<file path="src/pcm_fd_pkg.sv">
// pcm_fd_pkg: shared types and constants for the PCM frame downmix block.
// Used by pcm_fd_frontend, pcm_fd_divider and pcm_frame_downmix.
// No dependencies.
package pcm_fd_pkg;

	// configuration port
	localparam int CFG_ADDR_W = 2;
	localparam int CFG_DATA_W = 4;
	localparam logic [CFG_ADDR_W-1:0] CFG_SAMPLE_FORMAT = 2'd0;
	localparam logic [CFG_ADDR_W-1:0] CFG_CHANNEL_COUNT = 2'd1;

	// register widths and reset values
	localparam int FMT_W = 3;
	localparam int CH_W  = 4;
	localparam logic [FMT_W-1:0] FMT_RESET = 3'd1;
	localparam logic [CH_W-1:0]  CH_RESET  = 4'd2;

	// sample format codes
	localparam logic [FMT_W-1:0] FMT_U8  = 3'd0;
	localparam logic [FMT_W-1:0] FMT_S16 = 3'd1;
	localparam logic [FMT_W-1:0] FMT_S24 = 3'd2;
	localparam logic [FMT_W-1:0] FMT_S32 = 3'd3;
	localparam logic [FMT_W-1:0] FMT_F32 = 3'd4;

	typedef enum logic [1:0] {
		ST_IDLE,
		ST_DIVIDE,
		ST_HOLD
	} state_t;

	// frame assembly status, valid in the cycle of the input transfer
	typedef struct packed {
		logic frame_done;
		logic frame_last;
	} fe_status_t;

	// divider status
	typedef struct packed {
		logic busy;
		logic done;
	} div_status_t;

endpackage

</file>
<file path="src/pcm_frame_downmix.sv">
// pcm_frame_downmix: mono downmix of WAV PCM data-chunk bytes, top level.
// Instantiates pcm_fd_frontend and pcm_fd_divider; depends on pcm_fd_pkg.
//
// Usage:
//  - s_axis carries one data-chunk byte per transfer (tdata), tlast flags the
//    final byte of the stream. A partial frame at tlast is dropped.
//  - m_axis carries one Q1.31 mono sample per completed frame (tdata), tlast
//    set when that frame was completed by the final input byte.
//  - cfg writes sample_format (addr 0) or channel_count (addr 1); any valid
//    write drops the partial sample and frame. Other addresses are ignored.
// Timing:
//  - a byte that does not complete a frame is accepted with no stall.
//  - a byte that completes a frame starts the serial divider: a magnitude
//    step, then one quotient bit per cycle, until the result is in the
//    output register; s_axis_tready and cfg_ready stay low meanwhile.
//  - the output register decouples the sides: bytes keep flowing while a
//    result waits. If the divider finishes while the receiver stalls, the
//    result is held in the divider until the output register frees.
// Reset: registers to 1 (signed 16) and 2 channels, frame state cleared,
//   no result pending.
module pcm_frame_downmix #(
	parameter int MAX_CHANNELS = 8
) (
	input  logic                              clk,
	input  logic                              arst_n,
	// byte stream in
	input  logic                              s_axis_tvalid,
	output logic                              s_axis_tready,
	input  logic [7:0]                        s_axis_tdata,   // [7:0] data_byte
	input  logic                              s_axis_tlast,   // last_byte
	// mono stream out
	output logic                              m_axis_tvalid,
	input  logic                              m_axis_tready,
	output logic [31:0]                       m_axis_tdata,   // [31:0] mono_sample
	output logic                              m_axis_tlast,   // stream_end
	// register writes
	input  logic                              cfg_valid,
	output logic                              cfg_ready,
	input  logic [pcm_fd_pkg::CFG_ADDR_W-1:0] cfg_addr,
	input  logic [pcm_fd_pkg::CFG_DATA_W-1:0] cfg_data
);

	// sum of up to MAX_CHANNELS Q1.31 samples plus a sign bit of headroom
	localparam int SUM_W = 33 + $clog2(MAX_CHANNELS);

	pcm_fd_pkg::state_t state_q, state_d;

	logic [pcm_fd_pkg::FMT_W-1:0] sample_format_q;
	logic [pcm_fd_pkg::CH_W-1:0]  channel_count_q;
	logic [pcm_fd_pkg::CH_W-1:0]  channels;

	logic                    m_valid_q;
	logic [31:0]             m_data_q;
	logic                    m_last_q;
	logic                    frame_last_q;

	logic                    in_xfer;
	logic                    cfg_xfer;
	logic                    cfg_hit;
	logic                    out_free;
	logic                    load_out;

	pcm_fd_pkg::fe_status_t  fe_st;
	pcm_fd_pkg::div_status_t div_st;
	logic signed [SUM_W-1:0] frame_sum;
	logic signed [31:0]      quotient;

	assign in_xfer  = s_axis_tvalid && s_axis_tready;
	assign cfg_xfer = cfg_valid && cfg_ready;
	assign cfg_hit  = cfg_xfer && (cfg_addr == pcm_fd_pkg::CFG_SAMPLE_FORMAT ||
	                               cfg_addr == pcm_fd_pkg::CFG_CHANNEL_COUNT);
	assign out_free = !m_valid_q || m_axis_tready;

	// zero counts as one channel; clamp to the build limit
	always_comb begin
		if (channel_count_q == '0) begin
			channels = pcm_fd_pkg::CH_W'(1);
		end else if (32'(channel_count_q) > MAX_CHANNELS) begin
			channels = pcm_fd_pkg::CH_W'(MAX_CHANNELS);
		end else begin
			channels = channel_count_q;
		end
	end

	always_ff @(posedge clk or negedge arst_n) begin
		if (!arst_n) begin
			sample_format_q <= pcm_fd_pkg::FMT_RESET;
			channel_count_q <= pcm_fd_pkg::CH_RESET;
		end else if (cfg_xfer) begin
			if (cfg_addr == pcm_fd_pkg::CFG_SAMPLE_FORMAT) begin
				sample_format_q <= cfg_data[pcm_fd_pkg::FMT_W-1:0];
			end else if (cfg_addr == pcm_fd_pkg::CFG_CHANNEL_COUNT) begin
				channel_count_q <= cfg_data;
			end
		end
	end

	pcm_fd_frontend #(
		.SUM_W(SUM_W)
	) u_frontend (
		.clk          (clk),
		.arst_n       (arst_n),
		.clear        (cfg_hit),
		.accept       (in_xfer),
		.data_byte    (s_axis_tdata),
		.last_byte    (s_axis_tlast),
		.sample_format(sample_format_q),
		.channels     (channels),
		.status       (fe_st),
		.frame_sum    (frame_sum)
	);

	pcm_fd_divider #(
		.SUM_W(SUM_W)
	) u_divider (
		.clk     (clk),
		.arst_n  (arst_n),
		.start   (fe_st.frame_done),
		.dividend(frame_sum),
		.divisor (channels),
		.status  (div_st),
		.quotient(quotient)
	);

	// sequencer: next state
	always_comb begin
		state_d = state_q;
		case (state_q)
			pcm_fd_pkg::ST_IDLE: begin
				if (fe_st.frame_done) begin
					state_d = pcm_fd_pkg::ST_DIVIDE;
				end
			end
			pcm_fd_pkg::ST_DIVIDE: begin
				if (div_st.done) begin
					state_d = out_free ? pcm_fd_pkg::ST_IDLE : pcm_fd_pkg::ST_HOLD;
				end
			end
			pcm_fd_pkg::ST_HOLD: begin
				if (out_free) begin
					state_d = pcm_fd_pkg::ST_IDLE;
				end
			end
			default: state_d = pcm_fd_pkg::ST_IDLE;
		endcase
	end

	// sequencer: outputs
	always_comb begin
		s_axis_tready = 1'b0;
		cfg_ready     = 1'b0;
		load_out      = 1'b0;
		case (state_q)
			pcm_fd_pkg::ST_IDLE: begin
				s_axis_tready = 1'b1;
				cfg_ready     = 1'b1;
			end
			pcm_fd_pkg::ST_DIVIDE: load_out = div_st.done && out_free;
			pcm_fd_pkg::ST_HOLD:   load_out = out_free;
			default: ;
		endcase
	end

	always_ff @(posedge clk or negedge arst_n) begin
		if (!arst_n) begin
			state_q   <= pcm_fd_pkg::ST_IDLE;
			m_valid_q <= 1'b0;
		end else begin
			state_q <= state_d;
			if (load_out) begin
				m_valid_q <= 1'b1;
			end else if (m_axis_tready) begin
				m_valid_q <= 1'b0;
			end
		end
	end

	always_ff @(posedge clk) begin
		if (fe_st.frame_done) begin
			frame_last_q <= fe_st.frame_last;
		end
		if (load_out) begin
			m_data_q <= quotient;
			m_last_q <= frame_last_q;
		end
	end

	assign m_axis_tvalid = m_valid_q;
	assign m_axis_tdata  = m_data_q;
	assign m_axis_tlast  = m_last_q;

`ifndef SYNTHESIS
	a_no_input_while_dividing: assert property (@(posedge clk) disable iff (!arst_n)
		s_axis_tready |-> !div_st.busy)
		else $error("input ready while divider busy");

	a_done_only_in_divide: assert property (@(posedge clk) disable iff (!arst_n)
		div_st.done |-> state_q == pcm_fd_pkg::ST_DIVIDE)
		else $error("divider result with no frame pending");

	a_hold_means_output_full: assert property (@(posedge clk) disable iff (!arst_n)
		state_q == pcm_fd_pkg::ST_HOLD |-> m_axis_tvalid)
		else $error("result held while output register empty");

	a_frame_starts_divide: assert property (@(posedge clk) disable iff (!arst_n)
		fe_st.frame_done |=> div_st.busy && state_q == pcm_fd_pkg::ST_DIVIDE)
		else $error("completed frame did not start the divider");
`endif

endmodule

</file>
<file path="src/pcm_fd_frontend.sv">
// pcm_fd_frontend: byte assembly, Q1.31 conversion and frame accumulation.
// Depends on pcm_fd_pkg.
module pcm_fd_frontend #(
	parameter int SUM_W = 36
) (
	input  logic                            clk,
	input  logic                            arst_n,
	input  logic                            clear,
	input  logic                            accept,
	input  logic [7:0]                      data_byte,
	input  logic                            last_byte,
	input  logic [pcm_fd_pkg::FMT_W-1:0]    sample_format,
	input  logic [pcm_fd_pkg::CH_W-1:0]     channels,
	output pcm_fd_pkg::fe_status_t          status,
	output logic signed [SUM_W-1:0]         frame_sum
);

	localparam logic [7:0] EXP_ONE = 8'd127;  // 1.0 and above saturates
	localparam logic [7:0] EXP_INT = 8'd119;  // mantissa lands unshifted

	function automatic logic signed [31:0] to_q31(
		input logic [pcm_fd_pkg::FMT_W-1:0] fmt,
		input logic [31:0]                  raw
	);
		logic [7:0]  expo;
		logic [22:0] frac;
		logic [31:0] mant;
		logic [31:0] mag;
		logic [7:0]  rsh;
		logic [7:0]  lsh;
		expo = raw[30:23];
		frac = raw[22:0];
		mant = {8'b0, 1'b1, frac};
		rsh  = EXP_INT - expo;
		lsh  = expo - EXP_INT;
		mag  = '0;
		case (fmt)
			pcm_fd_pkg::FMT_U8:  return {~raw[7], raw[6:0], 24'b0};
			pcm_fd_pkg::FMT_S16: return {raw[15:0], 16'b0};
			pcm_fd_pkg::FMT_S24: return {raw[23:0], 8'b0};
			pcm_fd_pkg::FMT_S32: return raw;
			pcm_fd_pkg::FMT_F32: begin
				if (expo == 8'hFF && frac != '0) begin
					return '0;                       // NaN
				end else if (expo >= EXP_ONE) begin
					return raw[31] ? 32'h8000_0000 : 32'h7FFF_FFFF;
				end else if (expo == '0) begin
					return '0;                       // zero and denormals
				end else if (expo >= EXP_INT) begin
					mag = mant << lsh[2:0];
				end else if (rsh >= 8'd32) begin
					mag = '0;
				end else begin
					mag = mant >> rsh[4:0];
				end
				return raw[31] ? -mag : mag;
			end
			default: return '0;
		endcase
	endfunction

	logic [23:0]             sample_bytes_q;
	logic [1:0]              byte_pos_q;
	logic [pcm_fd_pkg::CH_W-1:0] ch_pos_q;
	logic signed [SUM_W-1:0] frame_sum_q;

	logic [2:0]              nbytes;
	logic                    sample_open;
	logic [31:0]             raw;
	logic signed [31:0]      q31;
	logic signed [SUM_W-1:0] sum_next;
	logic [pcm_fd_pkg::CH_W-1:0] ch_next;
	logic                    frame_open;

	always_comb begin
		case (sample_format)
			pcm_fd_pkg::FMT_U8:  nbytes = 3'd1;
			pcm_fd_pkg::FMT_S16: nbytes = 3'd2;
			pcm_fd_pkg::FMT_S24: nbytes = 3'd3;
			default:             nbytes = 3'd4;
		endcase
	end

	assign sample_open = ({1'b0, byte_pos_q} + 3'd1) < nbytes;
	assign raw         = {8'b0, sample_bytes_q} | ({24'b0, data_byte} << {byte_pos_q, 3'b0});
	assign q31         = to_q31(sample_format, raw);
	assign sum_next    = frame_sum_q + SUM_W'(q31);
	assign ch_next     = ch_pos_q + 1'b1;
	assign frame_open  = ch_next < channels;

	assign status.frame_done = accept && !sample_open && !frame_open;
	assign status.frame_last = last_byte;
	assign frame_sum         = sum_next;

	always_ff @(posedge clk or negedge arst_n) begin
		if (!arst_n) begin
			sample_bytes_q <= '0;
			byte_pos_q     <= '0;
			ch_pos_q       <= '0;
			frame_sum_q    <= '0;
		end else if (clear || (accept && (last_byte || status.frame_done))) begin
			sample_bytes_q <= '0;
			byte_pos_q     <= '0;
			ch_pos_q       <= '0;
			frame_sum_q    <= '0;
		end else if (accept) begin
			if (sample_open) begin
				sample_bytes_q <= raw[23:0];
				byte_pos_q     <= byte_pos_q + 1'b1;
			end else begin
				sample_bytes_q <= '0;
				byte_pos_q     <= '0;
				ch_pos_q       <= ch_next;
				frame_sum_q    <= sum_next;
			end
		end
	end

endmodule

</file>
<file path="src/pcm_fd_divider.sv">
// pcm_fd_divider: serial restoring divider, one quotient bit per cycle.
// Signed dividend over a small unsigned divisor, truncated toward zero.
// Depends on pcm_fd_pkg.
module pcm_fd_divider #(
	parameter int SUM_W = 36
) (
	input  logic                        clk,
	input  logic                        arst_n,
	input  logic                        start,
	input  logic signed [SUM_W-1:0]     dividend,
	input  logic [pcm_fd_pkg::CH_W-1:0] divisor,
	output pcm_fd_pkg::div_status_t     status,
	output logic signed [31:0]          quotient
);

	localparam int CNT_W = $clog2(SUM_W + 1);

	logic [SUM_W-1:0]            quo_q;
	logic [pcm_fd_pkg::CH_W-1:0] rem_q;
	logic [pcm_fd_pkg::CH_W-1:0] div_q;
	logic                        neg_q;
	logic                        abs_q;
	logic                        busy_q;
	logic                        done_q;
	logic [CNT_W-1:0]            cnt_q;

	logic [pcm_fd_pkg::CH_W:0]   trial;
	logic                        take;
	logic [pcm_fd_pkg::CH_W:0]   diff;

	assign trial = {rem_q, quo_q[SUM_W-1]};
	assign take  = trial >= {1'b0, div_q};
	assign diff  = trial - {1'b0, div_q};

	// control
	always_ff @(posedge clk or negedge arst_n) begin
		if (!arst_n) begin
			busy_q <= 1'b0;
			done_q <= 1'b0;
			abs_q  <= 1'b0;
			cnt_q  <= '0;
		end else begin
			done_q <= 1'b0;
			if (start) begin
				busy_q <= 1'b1;
				abs_q  <= 1'b1;
				cnt_q  <= '0;
			end else if (busy_q) begin
				if (abs_q) begin
					abs_q <= 1'b0;
				end else begin
					cnt_q <= cnt_q + 1'b1;
					if (cnt_q == CNT_W'(SUM_W - 1)) begin
						busy_q <= 1'b0;
						done_q <= 1'b1;
					end
				end
			end
		end
	end

	// datapath: first cycle takes the magnitude, then one bit per cycle
	always_ff @(posedge clk) begin
		if (start) begin
			quo_q <= dividend;
			neg_q <= dividend[SUM_W-1];
			div_q <= divisor;
			rem_q <= '0;
		end else if (busy_q) begin
			if (abs_q) begin
				if (neg_q) begin
					quo_q <= -quo_q;
				end
			end else begin
				quo_q <= {quo_q[SUM_W-2:0], take};
				rem_q <= take ? diff[pcm_fd_pkg::CH_W-1:0] : trial[pcm_fd_pkg::CH_W-1:0];
			end
		end
	end

	assign status.busy = busy_q;
	assign status.done = done_q;
	assign quotient    = neg_q ? -quo_q[31:0] : quo_q[31:0];

endmodule
</file>
<file path="config.mk">
export PLATFORM = sky130hd
export DESIGN_NAME = pcm_frame_downmix
export DESIGN_NICKNAME = d
export VERILOG_FILES = /design/src/pcm_fd_pkg.sv /design/src/pcm_frame_downmix.sv /design/src/pcm_fd_frontend.sv /design/src/pcm_fd_divider.sv
export SDC_FILE = /design/constraint.sdc
export NUM_CORES = 1
export LEC_CHECK = 0
export ABC_AREA = 1
export ABC_CLOCK_PERIOD_IN_PS = 7400
export BUFFER_PORTS_ARGS = -buffer_cell sky130_fd_sc_hd__buf_2
export CAP_MARGIN = 25
export CORE_ASPECT_RATIO = 0.7
export CORE_MARGIN = 2
export CORE_UTILIZATION = 30
export DETAILED_ROUTE_END_ITERATION = 6
export HOLD_SLACK_MARGIN = 0.06
export PLACE_DENSITY = 0.51
export SYNTH_ARGS = -nofsm -noshare
export SYNTH_HDL_FRONTEND = slang
export SYNTH_SLANG_ARGS = --single-unit
</file>
<file path="constraint.sdc">
create_clock -name clk -period 7.4 [get_ports clk]
set_input_delay 0.74 -clock clk [delete_from_list [all_inputs] [get_ports clk]]
set_output_delay 0.74 -clock clk [all_outputs]
set_load 0.01 [all_outputs]
</file>
==> results.tsv, run 1 <==
stage	metric	value	unit
critical_path	regToRegSetupSlack	0.73	ns
die	num_rows	66	
pwr	ir_worst_vdd	0.1544	mV
critical_path	cp-start-kind	register	
global_routing	grtUsageTotal	22.04	%
die	die_x	264.2	um
global_routing	antenna_found_initial	0	
sta	tns	0	ns
pwr	combPwrFrac	65.0	%
clock_network	clkLatencyLatePin	0.45	ns
critical_path	r2r_cells	35	
die	die-area	49190	um^2
finish	diodes	0	
clock_network	cts_buffers	17	
detailed_routing	drc	0	
pwr	p_per_area	474.7	nW/um^2
sta	setup_viol	0	
logic_synthesis	syn-cell-area	14220	um^2
clock_network	postCtsHoldBufs	0	
critical_path	cp_max_fo	34	
clock_network	clockBufferDepth	2	
sta	slew_viol_final	0	
min_path	hold_class	input pin to async pin	
global_routing	grt_overflow	0	
critical_path	cp_num_cells	35	
logic_synthesis	async_flop_share	51.83	%
sta	rsz0062_at_grt	false	
finish	fillCellCount	5060	
logic_synthesis	synth.area.top_cells	edfxtp_1, nand2_1, dfrtp_1, nand3_1, o21ai_0	
logic_synthesis	ys_seq_elements	164	
logic_synthesis	avgSynthCellArea	6.733	um^2
logic_synthesis	yosys.area.top_type	edfxtp_1	
sta	slew_headroom	26.91	%
critical_path	critPathMaxStageDelay	0.56	ns
run	max_cap_viol_count	0	
logic_synthesis	ys.flop_type	dfrtp_1	
critical_path	crit_buf_inv	3	
clock_network	htreeDepth	4	
sta	setup_slack	0.7310	ns
sta	fin_crit	6.669	ns
critical_path	cp-endpoint	u_divider.quo_q[33]$_DFFE_PP_	
global_routing	grt_pass1_wl	82390	um
logic_synthesis	syn-num-nets	2190	
global_routing	grt_max_degree	66	
clock_network	cts-root-buf	clkbuf_16	
sta	finClkSkew	0.01878	ns
detailed_routing	drt_pass1_iterations	6	
finish	layout_commonest_cell	nand2_1	
critical_path	arrival	6.85	ns
global_routing	grt_pass1_vias	13440	
detailed_routing	vias	14740	
clock_network	clk_pin_slew_worst_paths	0.07	ns
finish	nets	2206	
logic_synthesis	syn_inst	2112	
critical_path	r2r_start	u_frontend.byte_pos_q[1]$_DFFE_PN0P_	
critical_path	cpMostUsedCell	nand2_1	
critical_path	critical_path_class	register to register	
sta	period_share	90.12	%
critical_path	crit_start	u_frontend.byte_pos_q[1]$_DFFE_PN0P_	
finish	multi_input_area	8603	um^2
pwr	switching_power	4151	uW
die	die_y	186.2	um
sta	tightest_slew	1.090	ns
placement	place_ws	0.4583	ns
clock_network	cts.sinks	164	
finish	seqCellArea	4463	um^2
pwr	clock_power_share	13.0	%
logic_synthesis	synth_edf_count	75	
pwr	p_seq_share	22.0	%
sta	clock.fmax	149.9	MHz
critical_path	crit_family	simple AND/OR/NAND/NOR gates	
logic_synthesis	synth_cell_types	62	
logic_synthesis	yosysWarnings	0	
detailed_routing	wl_per_cell	19.66	um
die	core	46660	um^2
logic_synthesis	synth.top_cell.area_share	15.84	%
placement	io_buffer_count	55	
detailed_routing	drtIter0Drc	1527	
pwr	p_sw_share	55.24	%
pwr	intPower	3364	uW
critical_path	cpMaxStageDelayCell	dfrtp_2	
status	status	finished, final reports clean	
placement	place_congestion	0.9737	
detailed_routing	vias_per_cell	5.353	
finish	final_cell_mix	nand2_1, nand3_1, inv_1	
critical_path	cp.required	7.59	ns
logic_synthesis	yosysSeqAreaShare	31.37	%
detailed_routing	routed_wl	54120	um
pwr	power_leakage	0.007528	uW
finish	synthToLayoutAreaGrowth	11.31	%
critical_path	r2r-end	u_divider.quo_q[33]$_DFFE_PP_	
placement	post-dp-hpwl	42460	um
detailed_routing	ant_nets	0	
sta	hold_violations	0	
critical_path	end_kind	register	
finish	post-route-util	33.93	%
die	io_pins	56	
finish	drive_gt1_share	9.388	%
die	initial_utilization	30.48	%
clock_network	cts_tree	done	
worst min-delay path by stage:
| stage | startpoint | endpoint | slack [ns] | cells past startpoint |
|---|---|---|---|---|
| 6_report | arst_n | u_frontend.sample_bytes_q[2]$_DFFE_PN0P_ | 0.22 | 1 |
| 5_1_grt | arst_n | u_frontend.sample_bytes_q[2]$_DFFE_PN0P_ | 0.23 | 1 |
| 2_1_floorplan | frame_last_q$_DFFE_PP_ | m_axis_tlast$_DFFE_PP_ | 0.40 | 0 |
| 3_3_place_gp | u_divider.rem_q[3]$_SDFFE_PP0P_ | u_divider.rem_q[3]$_SDFFE_PP0P_ | 0.44 | 2 |
| 4_1_cts | arst_n | u_frontend.sample_bytes_q[2]$_DFFE_PN0P_ | 0.22 | 1 |
| 3_5_place_dp | u_divider.rem_q[3]$_SDFFE_PP0P_ | u_divider.rem_q[3]$_SDFFE_PP0P_ | 0.46 | 2 |
cells by family after synthesis:
logic type | synth area share, %
AOI/OAI and AO/OA | 17.50
and+or+nand+nor | 34.06
adders and majority gates | 5.209
DFF | 31.37
buffers and inverters | 8.411
xor gates and xnor gates | 3.449
worst register-to-register path, delay by kind of cell, from the launching register on:
family / cells / cell delay (ns)
compound gates: 9 / 1.77
fa+ha+maj: 3 / 0.91
buf+inv: 3 / 0.39
flops: 1 / 0.56
simple gates: 20 / 2.80
registers in the layout (all words and copies together) (netlist names), 2 cells and up:
register,cells
u_frontend.ch_pos_q,4
u_divider.cnt_q,6
u_frontend.byte_pos_q,2
sample_format_q,3
u_divider.quo_q,36
u_divider.div_q,4
state_q,2
m_axis_tdata,32
u_frontend.sample_bytes_q,24
u_divider.rem_q,4
u_frontend.frame_sum_q,36
channel_count_q,4
cell usage after synthesis, types with 3 or more instances:
library cell	n
xnor2_1	13
nand3_1	226
nor2_1	181
nand3b_1	6
o21bai_1	7
clkinv_1	4
a22o_1	7
o21a_1	6
dfrtp_1	83
a221oi_1	8
nand2_2	6
clkbuf_1	56
buf_4	8
o22ai_1	22
or2_2	7
ha_1	56
o221ai_1	4
nor2_2	14
xor2_1	43
inv_1	192
o211ai_2	6
o21ai_1	24
nor3_2	5
a31oi_1	11
a211oi_1	3
inv_2	12
nand4_1	24
nor2_4	7
nor3_1	24
a21oi_1	113
inv_4	4
edfxtp_1	75
buf_2	6
a32o_1	4
nand2_1	570
nand3_2	8
o211ai_1	28
o21ai_0	177
buf_1	15
a21o_1	4
dfxtp_1	4
nor4_1	13
buf_6	3
power by group through the flow:
| stage | combinational [uW] | sequential [uW] | clock [uW] |
|---|---|---|---|
| floorplan | 3280 | 1580 | 0 |
| global placement | 4740 | 1660 | 0 |
| detailed placement | 4740 | 1670 | 0 |
| CTS | 4760 | 1660 | 1000 |
| global route | 5410 | 1700 | 1040 |
| finish | 4880 | 1650 | 977 |
final cells by class:
type	count	share of cell area (%)
clock buffer	21	3.177
clock inverter	11	0.8457
inverter	212	5.090
multi-input combinational	1648	54.35
sequential	164	28.19
tap	612	4.837
timing repair buffer	85	3.509
per-stage QoR:
step / area, um^2 / instances / hold WS, ns / total power (uW)
after floorplan: 14220 / 2112 / 0.4003 / 4861
after global placement: 15100 / 2718 / 0.4442 / 6408
after detailed placement: 15130 / 2719 / 0.4597 / 6410
after CTS: 15770 / 2751 / 0.2239 / 7417
after global routing: 15830 / 2753 / 0.2315 / 8152
final: 15830 / 2753 / 0.2186 / 7515
repair_timing:
item / CTS / global route
gates resized for setup: 0 / 3
endpoints found under the setup margin: 0 / 4
buffers inserted: 0 / 0
metal layers:
layer | part of all wire [%] | global-route usage, % | vias up
li1 | - | - | 7187
met1 | 51 | 33.89 | 6988
met2 | 37 | 28.85 | 523
met3 | 11 | 7.952 | 39
met4 | 1.1 | 3.841 | 0
met5 | 0 | 0 | -
Power figures use the tool's default switching activity.
==> inputs of run 2 (changes only) <==
Settings changed: SYNTH_HIERARCHICAL set to 1.
==> run 2 against run 1 <==
  * Hold slack got worse by 0.018 ns
  * Core utilization rose by 0.13 points
  * Maximum frequency is 0.93% higher
  * Critical path depth decreased by 2
  * Combinational power is 2% higher
  * Via count grew 3.8%
  * Clock power fell by 2.6%
==> results.tsv, run 2 <==
stage	metric	value	unit
detailed_routing	drc	0	
finish	diodes	0	
finish	post-route-util	34.06	%
finish	drive_gt1_share	11.82	%
sta	period_share	89.29	%
die	die_x	269.2	um
logic_synthesis	yosysWarnings	6	
critical_path	cp-start-kind	register	
logic_synthesis	syn-cell-area	14770	um^2
detailed_routing	vias_per_cell	5.311	
placement	io_buffer_count	55	
critical_path	r2r_start	u_frontend/byte_pos_q[1]$_DFFE_PN0P_	
logic_synthesis	avgSynthCellArea	6.793	um^2
global_routing	antenna_found_initial	0	
clock_network	clkLatencyLatePin	0.46	ns
global_routing	grt_pass1_wl	87010	um
clock_network	cts_setup_buffers	0	
finish	nets	2291	
critical_path	critical_path_class	register to register	
placement	place_congestion	0.9979	
placement	place_area	15800	um^2
detailed_routing	routed_wl	56480	um
finish	fillCellCount	5236	
critical_path	regToRegSetupSlack	0.79	ns
detailed_routing	drt_pass1_iterations	6	
die	initial_utilization	30.65	%
global_routing	grtUsageTotal	22.09	%
sta	setup_viol	0	
placement	post-dp-hpwl	44360	um
pwr	ir_worst_vdd	0.1812	mV
critical_path	cpMostUsedCell	nand2_1	
sta	tns	0	ns
detailed_routing	drtIter0Drc	2033	
sta	finClkSkew	0.02216	ns
logic_synthesis	syn-num-nets	2254	
critical_path	critPathMaxStageDelay	0.55	ns
global_routing	grt_pass1_vias	14160	
critical_path	cp.required	7.60	ns
die	core	48200	um^2
run	max_cap_viol_count	0	
global_routing	grt_max_degree	57	
logic_synthesis	syn_inst	2175	
clock_network	cts.sinks	164	
die	io_pins	56	
clock_network	cts_tree	done	
sta	hold_violations	0	
sta	slew_headroom	29.89	%
detailed_routing	wl_per_cell	19.61	um
die	die_y	189.7	um
finish	synthToLayoutAreaGrowth	11.13	%
status	status	finished, final reports clean	
clock_network	cts-root-buf	clkbuf_16	
sta	fin_crit	6.608	ns
die	die-area	51070	um^2
clock_network	clk_pin_slew_worst_paths	0.08	ns
critical_path	end_kind	register	
finish	layout_commonest_cell	nand2_1	
critical_path	arrival	6.81	ns
pwr	power_leakage	0.007872	uW
clock_network	cts-resized-gates	0	
sta	rsz0062_at_grt	false	
detailed_routing	ant_nets	0	
die	num_rows	67	
finish	final_cell_mix	nand2_1, nand3_1, inv_1	
sta	clock.fmax	151.3	MHz
finish	finalInstanceArea	16420	um^2
clock_network	postCtsHoldBufs	0	
critical_path	cpMaxStageDelayCell	dfrtp_1	
min_path	hold_class	input pin to async pin	
sta	fin_hold_ws	0.2008	ns
clock_network	clockBufferDepth	2	
critical_path	r2r-end	u_divider/quo_q[32]$_DFFE_PP_	
sta	slew_viol_final	0	
pwr	p_per_area	461.6	nW/um^2
critical_path	cp_max_fo	21	
global_routing	grt_overflow	0	
detailed_routing	vias	15300	
clock_network	htreeDepth	4	
sta	tightest_slew	1.042	ns
clock_network	cts_buffers	17	
critical_path	r2r_cells	33	
run 2: cell type report:
| class | count | area [um^2] | area share, % |
|---|---|---|---|
| multi-input combinational | 1700 | 9037 | 55.05 |
| sequential | 164 | 4462 | 27.18 |
| inverter | 227 | 854.6 | 5.205 |
| tap | 655 | 819.5 | 4.992 |
| timing repair buffer | 102 | 643.1 | 3.917 |
| clock buffer | 19 | 432.9 | 2.637 |
| clock inverter | 13 | 168.9 | 1.029 |
run 2: worst max path at each step:
| stage | start | endpoint | cells past startpoint |
|---|---|---|---|
| after floorplan | sample_format_q[2]$_DFFE_PN0P_ | u_divider/quo_q[10]$_DFFE_PP_ | 14 |
| after global placement | s_axis_tdata[7] | u_divider/quo_q[35]$_DFFE_PP_ | 42 |
| after detailed placement | s_axis_tdata[2] | u_divider/quo_q[32]$_DFFE_PP_ | 35 |
| after CTS | u_frontend/byte_pos_q[1]$_DFFE_PN0P_ | u_divider/quo_q[32]$_DFFE_PP_ | 32 |
| after global routing | u_frontend/byte_pos_q[1]$_DFFE_PN0P_ | u_divider/quo_q[35]$_DFFE_PP_ | 36 |
| final | u_frontend/byte_pos_q[1]$_DFFE_PN0P_ | u_divider/quo_q[32]$_DFFE_PP_ | 33 |
run 2: metrics by stage:
step,power (uW),worst slack (ns),cells
detailed placement,6500,0.9464,2847
finish,7579,0.7923,2880
global placement,6501,1.014,2847
CTS,7485,1.026,2879
global route,8220,0.2978,2880
floorplan,4956,1.798,2175
run 2: metal layers:
layer / wire length (um) / global-route usage [%]
met2: 20880 / 28.73
met4: 619 / 3.653
met5: 0 / 0
met3: 5906 / 6.399
met1: 29070 / 35.15
run 2: worst max-delay path: cells and delay by family, from the launching register on:
family | cells | cell delay [ns]
AND/OR/NAND/NOR | 22 | 2.98
AO/OA/AOI/OAI | 6 | 1.62
adder cells (fa/ha/maj) | 2 | 0.58
flip-flops | 1 | 0.55
buffers and inverters | 2 | 0.44
XOR/XNOR | 1 | 0.17
run 2: where the power goes:
part / internal [uW] / switching (uW)
Clock: 538 / 414
Combinational: 1450 / 3510
Sequential: 1380 / 290
Total: 3360 / 4210
==> inputs of run 3 (changes only) <==
Settings changed: CORE_MARGIN 2 to 8.
==> run 3 against run 2 <==
  * Cell area grew 0.18%
  * Core utilization shrank 0.50 points
  * Clock skew grew 0.0086 ns
  * Count of clock-buffer cells in the layout shrank 2
  * Non-clock buffer count shrank 5
  * Setup slack lost 0.36 ns
  * Via count grew 0.35%
  * Critical path type unchanged
  * Register-to-register slack lost 0.36 ns
  * Critical endpoint unchanged
  * Sequential cell count is the same
==> results.tsv, run 3 (synthesis gave the netlist of run 2 again) <==
stage	metric	value	unit
global_routing	grt_overflow	0	
run	max_cap_viol_count	0	
critical_path	arrival	7.17	ns
pwr	ir_worst_vdd	0.2044	mV
die	io_pins	56	
placement	dp.cells	2851	
die	die-area	56720	um^2
sta	rsz0062_at_grt	false	
sta	slew_headroom	31.02	%
finish	final_cell_mix	nand2_1, nand3_1, inv_1	
min_path	hold_class	input pin to async pin	
detailed_routing	wl_per_cell	19.43	um
finish	finalInstanceArea	16450	um^2
placement	place_congestion	0.9623	
critical_path	r2r-end	u_divider/quo_q[32]$_DFFE_PP_	
critical_path	cp.required	7.61	ns
sta	finClkSkew	0.03079	ns
critical_path	cp-start-kind	register	
critical_path	regToRegSetupSlack	0.43	ns
critical_path	cpMaxStageDelayCell	ha_1	
critical_path	end_kind	register	
clock_network	clk_pin_slew_worst_paths	0.08	ns
global_routing	grt_pass1_vias	14260	
clock_network	cts_buffers	17	
die	core	49010	um^2
finish	diodes	0	
placement	place_area	15780	um^2
sta	setup_viol	0	
finish	post-route-util	33.56	%
sta	slew_viol_final	0	
placement	post-dp-hpwl	43980	um
sta	tightest_slew	1.028	ns
clock_network	clockBufferDepth	2	
clock_network	cts_tree	done	
finish	nets	2286	
die	initial_utilization	30.15	%
detailed_routing	ant_nets	0	
detailed_routing	drc	0	
pwr	p_per_area	456.2	nW/um^2
global_routing	grtUsageTotal	19.51	%
finish	layout_commonest_cell	nand2_1	
status	status	finished, final reports clean	
die	num_rows	68	
finish	layout.cells.non_filler	2885	
sta	tns	0	ns
sta	fin_crit	6.965	ns
critical_path	critPathMaxStageDelay	0.66	ns
detailed_routing	vias_per_cell	5.321	
detailed_routing	drt_pass1_iterations	5	
critical_path	critical_path_class	register to register	
critical_path	cp_max_fo	16	
critical_path	r2r_cells	33	
placement	io_buffer_count	55	
pwr	power	7503	uW
finish	drive_gt1_share	11.80	%
detailed_routing	routed_wl	56050	um
critical_path	cpMostUsedCell	nand2_1	
sta	hold_violations	0	
critical_path	r2r_start	u_frontend/byte_pos_q[1]$_DFFE_PN0P_	
pwr	power_leakage	0.007885	uW
clock_network	htreeDepth	4	
die	die_y	201.7	um
clock_network	cts_setup_buffers	0	
sta	period_share	94.13	%
die	die_x	281.2	um
clock_network	cts.sinks	164	
global_routing	grt_pass1_wl	86510	um
clock_network	clkLatencyLatePin	0.46	ns
global_routing	grt_max_degree	72	
detailed_routing	drtIter0Drc	1766	
global_routing	antenna_found_initial	0	
detailed_routing	vias	15350	
sta	clock.fmax	143.6	MHz
clock_network	cts-root-buf	clkbuf_16	
finish	synthToLayoutAreaGrowth	11.33	%
[run 3: cell types whose count changed in the layout (fill, tap and decap cells not counted), sizes merged]
cell | previous run | this run
clkbuf | 19 | 17
buf | 102 | 97
inv | 230 | 231
clkinv | 6 | 8
clkinvlp | 1 | 2
bufinv | 3 | 1
[run 3: worst max-delay path: cells and delay by family, from the launching register on]
family	cells	cell delay, ns
compound gates	8	2.10
xor+xnor	1	0.21
fa+ha+maj	2	1.11
buf+inv	5	1.02
flops	1	0.52
simple gates	17	1.74
[run 3: cell type report]
type                       instances  area, um^2
sequential                       164        4462
inverter                         227       854.6
tap                              665       832.0
clock buffer                      17       425.4
timing repair buffer              97       645.6
multi-input combinational       1700        9044
fill                            5364       32560
clock inverter                    15       185.2
[run 3: through the flow]
| step | hold slack, ns | worst slack (ns) |
|---|---|---|
| after floorplan | 0.4003 | 1.798 |
| after global placement | 0.4346 | 0.5528 |
| after detailed placement | 0.4349 | 0.6167 |
| after CTS | 0.1061 | 0.7669 |
| after global routing | 0.1199 | 0.02283 |
| final | 0.1146 | 0.4347 |
[run 3: power by group]
part | switching [uW] | leakage, uW | internal, uW
clock network | 450 | 0.000292 | 486
registers | 288 | 0.00188 | 1380
logic | 3450 | 0.00571 | 1450
[run 3: how the worst max path moves through the flow]
stage / start / to / depth (start not counted)
final: u_frontend/byte_pos_q[1]$_DFFE_PN0P_ / u_divider/quo_q[32]$_DFFE_PP_ / 33
after global routing: u_frontend/byte_pos_q[1]$_DFFE_PN0P_ / u_divider/quo_q[32]$_DFFE_PP_ / 33
after CTS: u_frontend/byte_pos_q[1]$_DFFE_PN0P_ / u_divider/quo_q[32]$_DFFE_PP_ / 33
after detailed placement: s_axis_tdata[7] / u_divider/quo_q[32]$_DFFE_PP_ / 34
after global placement: s_axis_tdata[7] / u_divider/quo_q[29]$_DFFE_PP_ / 30
after floorplan: sample_format_q[2]$_DFFE_PN0P_ / u_divider/quo_q[10]$_DFFE_PP_ / 14
[run 3: what timing repair did]
item	4_1_cts	5_1_grt
setup endpoints to repair	0	1
hold buffers	0	0
endpoints found under the hold margin	0	0
resized for setup	0	1
[run 3: layer usage]
| metal | track usage [%] | wire length [um] | vias to the layer above |
|---|---|---|---|
| li1 | - | - | 7371 |
| met1 | 30.86 | 28330 | 7294 |
| met2 | 25.59 | 21180 | 644 |
| met3 | 5.648 | 5980 | 41 |
| met4 | 3.167 | 554 | 0 |
| met5 | 0 | 0 | - |
